### src/sv/qvt_pkg.sv
`default_nettype none

package qvt_pkg;

    localparam int FRAC_BITS = 8;
    localparam int TRIG_BITS = 14;
    localparam int VW        = 18;
    localparam int SW        = 17 + FRAC_BITS;
    localparam logic [2:0] LAST_IDX = 3'd5;
    localparam logic [5:0] CORNER_U = 6'b011100;
    localparam logic [5:0] CORNER_V = 6'b110001;

    typedef logic signed [15:0]   trig_t;
    typedef logic signed [VW-1:0] vec_t;
    typedef logic signed [VW:0]   ext_t;
    typedef logic signed [VW+15:0] prod_t;
    typedef logic signed [VW+16:0] acc_t;
    typedef logic signed [SW-1:0] sprod_t;

    localparam trig_t SIN_TABLE [0:90] = '{
            0,   286,   572,   857,  1143,  1428,  1713,  1997,  2280,  2563,
         2845,  3126,  3406,  3686,  3964,  4240,  4516,  4790,  5063,  5334,
         5604,  5872,  6138,  6402,  6664,  6924,  7182,  7438,  7692,  7943,
         8192,  8438,  8682,  8923,  9162,  9397,  9630,  9860, 10087, 10311,
        10531, 10749, 10963, 11174, 11381, 11585, 11786, 11982, 12176, 12365,
        12551, 12733, 12911, 13085, 13255, 13421, 13583, 13741, 13894, 14044,
        14189, 14330, 14466, 14598, 14726, 14849, 14968, 15082, 15191, 15296,
        15396, 15491, 15582, 15668, 15749, 15826, 15897, 15964, 16026, 16083,
        16135, 16182, 16225, 16262, 16294, 16322, 16344, 16362, 16374, 16382,
        16384
    };

    localparam acc_t TRIG_HALF = acc_t'(1) <<< (TRIG_BITS - 1);
    localparam ext_t POS_MAX   = ext_t'(32767);
    localparam ext_t POS_MIN   = -ext_t'(32768);

    typedef struct packed {
        logic signed [15:0] offset_x;
        logic signed [15:0] offset_y;
        logic [7:0]         red;
        logic [7:0]         green;
        logic [7:0]         blue;
        logic signed [15:0] scale_x;
        logic signed [15:0] scale_y;
        logic [8:0]         angle_x;
        logic [8:0]         angle_y;
        logic [8:0]         angle_z;
        logic [7:0]         texture_id;
    } req_t;

    typedef struct packed {
        logic       valid;
        logic [2:0] idx;
        req_t       req;
    } issue_t;

    typedef struct packed {
        logic signed [15:0] offset_x;
        logic signed [15:0] offset_y;
        logic [7:0]         red;
        logic [7:0]         green;
        logic [7:0]         blue;
        logic               tex_u;
        logic               tex_v;
        logic [7:0]         texture_id;
        logic               last;
    } side_t;

    typedef struct packed {
        logic               valid;
        logic signed [15:0] pos_x;
        logic signed [15:0] pos_y;
        logic signed [15:0] pos_z;
        side_t              side;
    } vout_t;

    function automatic logic [8:0] deg_wrap(logic [9:0] d);
        return (d >= 10'd360) ? 9'(d - 10'd360) : d[8:0];
    endfunction

    function automatic trig_t sin_deg(logic [8:0] a);
        logic [8:0] d;
        d = deg_wrap({1'b0, a});
        if (d <= 9'd90)
            return SIN_TABLE[d[6:0]];
        else if (d <= 9'd180)
            return SIN_TABLE[7'(9'd180 - d)];
        else if (d <= 9'd270)
            return -SIN_TABLE[7'(d - 9'd180)];
        else
            return -SIN_TABLE[7'(9'd360 - d)];
    endfunction

    function automatic trig_t cos_deg(logic [8:0] a);
        logic [8:0] d;
        d = deg_wrap({1'b0, a});
        return sin_deg(deg_wrap(10'(d) + 10'd90));
    endfunction

    function automatic vec_t scale_round(logic signed [15:0] s, logic pos);
        sprod_t h;
        sprod_t p;
        h = sprod_t'(1) <<< (FRAC_BITS - 1);
        p = sprod_t'(s) * h;
        if (!pos)
            p = -p;
        p = (p + h) >>> FRAC_BITS;
        return p[VW-1:0];
    endfunction

    function automatic vec_t round_trig(acc_t a);
        acc_t t;
        t = (a + TRIG_HALF) >>> TRIG_BITS;
        return t[VW-1:0];
    endfunction

    function automatic logic signed [15:0] sat16(ext_t v);
        if (v > POS_MAX)
            return 16'sh7fff;
        else if (v < POS_MIN)
            return 16'sh8000;
        else
            return v[15:0];
    endfunction

endpackage

`default_nettype wire

### src/sv/qvt_seq.sv
`default_nettype none

module qvt_seq (
    input  wire logic            clk,
    input  wire logic            rst_n,
    input  wire logic            start,
    input  wire qvt_pkg::req_t   req,
    output logic                 busy,
    output qvt_pkg::issue_t      issue
);

    qvt_pkg::req_t req_reg;
    logic          active_reg;
    logic          active_next;
    logic [2:0]    idx_reg;
    logic [2:0]    idx_next;
    logic          accept;

    assign busy   = active_reg && (idx_reg != qvt_pkg::LAST_IDX);
    assign accept = start && !busy;

    always_comb
    begin
        active_next = active_reg;
        idx_next    = idx_reg;
        if (accept)
        begin
            active_next = 1'b1;
            idx_next    = 3'd0;
        end
        else if (active_reg)
        begin
            if (idx_reg == qvt_pkg::LAST_IDX)
                active_next = 1'b0;
            else
                idx_next = idx_reg + 3'd1;
        end
    end

    always_ff @(posedge clk or negedge rst_n)
    begin
        if (!rst_n)
        begin
            active_reg <= 1'b0;
            idx_reg    <= 3'd0;
        end
        else
        begin
            active_reg <= active_next;
            idx_reg    <= idx_next;
        end
    end

    always_ff @(posedge clk)
    begin
        if (accept)
            req_reg <= req;
    end

    assign issue.valid = active_reg;
    assign issue.idx   = idx_reg;
    assign issue.req   = req_reg;

endmodule

`default_nettype wire

### config.mk
export PLATFORM = sky130hd
export DESIGN_NAME = qvt_seq
export DESIGN_NICKNAME = d
export VERILOG_FILES = /design/src/sv/qvt_pkg.sv /design/src/sv/qvt_seq.sv
export SDC_FILE = /design/constraint.sdc
export NUM_CORES = 1
export LEC_CHECK = 0
export ABC_AREA = 1
export BUFFER_PORTS_ARGS = -buffer_cell sky130_fd_sc_hd__buf_2
export CELL_PAD_IN_SITES_DETAIL_PLACEMENT = 0
export CELL_PAD_IN_SITES_GLOBAL_PLACEMENT = 1
export CORE_MARGIN = 8
export CORE_UTILIZATION = 33
export DETAILED_ROUTE_END_ITERATION = 10
export PLACE_DENSITY_LB_ADDON = 0.1
export SKIP_CTS_REPAIR_TIMING = 1
export SYNTH_ARGS = -nofsm -noshare
export SYNTH_HDL_FRONTEND = slang
export SYNTH_SLANG_ARGS = --single-unit
### constraint.sdc
create_clock -name clk -period 5.3 [get_ports clk]
set_input_delay 1.06 -clock clk [delete_from_list [all_inputs] [get_ports clk]]
set_output_delay 1.06 -clock clk [all_outputs]
set_load 0.02 [all_outputs]
# ---- Word-level counts from Yosys, hierarchy flattened
# Index checks and enable logic that the tools add are counted.
dict set report word_totals {
  ff_bits 127
  inputBits 126
  output_inout_bits 128
  elab_cells 28
}
dict set report classes {
  n_addsub 1
  eq_ne 3
  n_mux 6
  reduce_logical 5
}
# op n
set op_table {}
lappend op_table {{$mux W3} 3}
lappend op_table {{$add A3 B1 Y3 const B} 1}
lappend op_table {{$eq A3 B3 Y1 const B} 1}
lappend op_table {{$mux W1} 3}
lappend op_table {{$ne A3 B3 Y1 const B} 1}
lappend op_table {{$logic_and A1 B1 Y1} 2}
lappend op_table {{$ne A2 B2 Y1 const B} 1}
lappend op_table {{$reduce_and A2 Y1} 1}
lappend op_table {{$reduce_bool A2 Y1} 1}
lappend op_table {{$logic_not A1 Y1} 1}

# ---- Logic depth before layout (Yosys ltp)
dict set report depth {
  ltp_word 6
  ltp_mapped 7
  depth_no_buf 7
}

# ---- Worst setup path after synthesis
# No wires, ideal clock.
dict set report synth_timing {
  path_type {in2reg}
  start {input port start}
  end {register req_reg, in the netlist issue[0], enable pin}
  arrival_ns 3.484
  required_time_ns 4.824
  path_slack_ns 1.340
  cell_stages 2
  path_cell_list {nand2_2 inv_1}
}
dict set report synth_between {
  elab_chain_len 1
}
# element line
set synth_lines {}
lappend synth_lines {{start, declared} qvt_seq.sv:6} ;# input wire logic start,
lappend synth_lines {{$logic_and A1 B1 Y1} qvt_seq.sv:20} ;# assign accept = start && !busy;
lappend synth_lines {{net accept} qvt_seq.sv:17} ;# logic accept;
lappend synth_lines {{end signal, assigned} qvt_seq.sv:57} ;# req_reg <= req;
lappend synth_lines {{end, declared} qvt_seq.sv:12} ;# qvt_pkg::req_t req_reg;
# The timed path passes the listed nets, and every way through them passes these cells.
# A chain may end at the register's enable or synchronous reset.

# ---- Final worst setup path
dict set report layout_timing {
  start {register idx_reg[0]}
  end {output port busy}
}
dict set report layout_between {
  elab_chain_len 2
}
# element line
set layout_lines {}
lappend layout_lines {{start, declared} qvt_seq.sv:15} ;# logic [2:0] idx_reg;
lappend layout_lines {{start signal, assigned} qvt_seq.sv:50} ;# idx_reg <= idx_next;
lappend layout_lines {{$ne A3 B3 Y1} qvt_seq.sv:19} ;# assign busy = active_reg && (idx_reg != qvt_pkg::LAST_IDX);
lappend layout_lines {{$logic_and A1 B1 Y1} qvt_seq.sv:19}
lappend layout_lines {{end, declared} qvt_seq.sv:8} ;# output logic busy,
# Every way passes these cells.

==> key figures <==
STA
  – Unrepaired setup endpoints after global routing: no
  – Fin. Hold Viols: 0
  – Fmax: approximately 0.4 GHz
  – Setup Skew: 0.00422 ns
  – Max Transition Viols Final: 0
  – Shortest period the worst path allows: 2.50 ns
  – Worst Max-Slew Pin Slew: between 0.5 and 0.6 ns
  – Post-Route Setup TNS: 0 ns
  – Final clock period utilization by the worst path: 47.2%
  – Final setup fails: 0
  – Worst rel slew slack: a little under two thirds

Floorplanning
  – Die Ht: ~120 µm
  – Initial Utilization: 34.0%
  – Core Area: 0.0115 mm²
  – Die width: between 100 and 150 µm
  – IO Pins: ~250
  – Die area: ~0.016 mm²
  – Core Rows: 39

Worst setup path
  – Required time worst endpoint: 4.24 ns
  – CP peak stage delay: around 0.42 ns
  – R2r worst-path depth: 7
  – Critical-path top delay cell: dfrtp_1
  – CP arrival: 1.44 ns
  – Setup Crit Path Kind: reg2out
  – CP endpoint kind: primary output
  – Worst Setup Start Kind: flip-flop
  – Crit-path max FO: 7
  – Crit path cell chain: ha_1 -> nand2_2 -> nand2_4 -> inv_2 -> buf_2

Power
  – P per Cell Area: around 500 mW/mm²
  – Lkg Pwr: between 0.002 and 0.0025 µW
  – Max VDD drop: approximately 0.31 mV

Routing
  – Total Wirelength: between 10000 and 15000 µm
  – First DRT Iteration DRCs: between 100 and 150
  – Routed len/inst: about 19 µm
  – Via Count: approximately 2400
  – Detailed Routing Iterations Pass 1: 3
  – DRC violations left: 0
  – Vias per inst: around 4.2
  – DRT antenna net count: 0

Placed design
  – Placed wire-length estimate: a little under 9000 µm
  – Placed cell count: 544
  – Area post-placement: ~0.0054 mm²
  – Number of port buffers: 253
  – Routability Congestion: between 0.7 and 0.8

CTS
  – Htree depth: 4
  – Clock latency on the worst-skew pair: ~0.40 ns
  – Clk root buf: clkbuf_16
  – CTS tree: built
  – Clock-pin slew on the worst setup and hold paths: 0.05 ns
  – CTS Sinks: 127
  – Inserted Clock Buffers: 17
  – Clock Tree Buf Depth: 2

Flow run
  – Max-cap violations: 0

Finish
  – Area delta synth->final: 50.9%
  – Finished Layout Cells: between 500 and 600
  – Non-Filler Cell Area, Final: between 0.005 and 0.006 mm²
  – Nets@finish: ~550
  – Max reg flops: ~120
  – Final Core Density: approximately 51%
  – Share of cells above drive strength 1: 65.4%

Synthesis
  – Library cells used by synthesis: 11
  – Seq/Total Area, Yosys: between 90% and 100%
  – Synth Register Bits: approximately 130
  – Warnings, synthesis: 0
  – Post-Syn Area per Cell: 26.6 µm²
  – Syn_nets: 275
  – Cells after Synth: approximately 150
  – Post-Syn Area: just under 0.004 mm²

GRT
  – All-Layer GR Usage: approximately 15%
  – Initial antenna violation count: 2
  – Grt total ovfl: 0
  – Vias in the first global route: around 2600
  – Largest net degree at the start of global routing: 45
  – First-pass GRT wire length: around 16000 µm

Run status
  – Run status: completed

Worst hold path
  – Hold Crit Class: in2async
-- layout by cell type (no fill, tap or decap), drive strengths merged --
cell	synthesis	final
edfxtp	123	123
diode	0	1
nand2	5	5
o21ai	2	2
ha	2	2
clkbuf	0	19
inv	5	5
clkinvlp	0	1
bufinv	0	2
nand3	5	5
buf	1	255
dfrtp	4	4
clkinv	0	8
-- where the power goes --
group          total, µW  switching, µW  internal, µW
logic                558            400           157
registers           1360           48.2          1320
clock network       1040            371           672
total               2960            819          2150
-- final cells by class --
cell class	count	area, µm²
Antenna cell	1	2.50
Clock buffer	19	433
Clock inverter	11	100
Fill cell	1021	5610
Inverter	5	21.3
Multi-Input combinational cell	14	91.3
Sequential cell	127	3790
Tap cell	143	179
Timing Repair Buffer	255	1280
-- routing by layer --
layer | vias up | track usage (%) | wire (µm)
met3 | 17 | 8.82 | 1290
li1 | 1129 | - | -
met5 | - | 0 | 16
met2 | 152 | 24.4 | 5710
met4 | 2 | 6.02 | 160
met1 | 1131 | 14.1 | 4020
-- critical path, delay by kind of cell (launching register included) --
family	cells	cell delay [ns]
flops	1	0.42
simple gates	2	0.17
buf+inv	2	0.22
fa+ha+maj	1	0.23
-- synth_stat cells (all sizes together) --
library cell    n  share of area, %
buf             1              0.19
nand2           5              0.80
o21ai           2              0.26
nand3           5              0.64
ha              2              0.64
inv             5              0.48
dfrtp           4               2.6
edfxtp        123                94
-- through the flow --
step | hold WS (ns) | total power, µW | worst slack (ns)
after global placement | 0.514 | 1950 | 2.69
after CTS | 0.435 | 3020 | 2.76
after global routing | 0.443 | 3100 | 2.72
after floorplan | 0.552 | 1720 | 1.34
after detailed placement | 0.537 | 1960 | 2.67
final | 0.456 | 2960 | 2.80
-- logic make-up (layout without fill, tap and decap cells) --
| group | count (synthesis) | in the layout | share of synthesized area, % |
|---|---|---|---|
| other cells | 0 | 1 | 0 |
| flops | 127 | 127 | 97.0 |
| fa+ha+maj | 2 | 2 | 0.640 |
| buf+inv | 6 | 290 | 0.672 |
| simple gates | 10 | 10 | 1.44 |
| compound gates | 2 | 2 | 0.256 |
-- path summary, 6_finish.rpt --
path                            start  slack (ns)         end
max                        idx_reg[0]        2.80        busy
min                             rst_n        0.46  active_reg
max reg2reg                idx_reg[1]        3.06    issue[9]
min reg2reg                idx_reg[0]        0.54  idx_reg[0]
max in group asynchronous       rst_n        4.72  idx_reg[0]
min in group clk           idx_reg[0]        0.54  idx_reg[0]
Note: power is estimated with default switching activity, not from simulation.
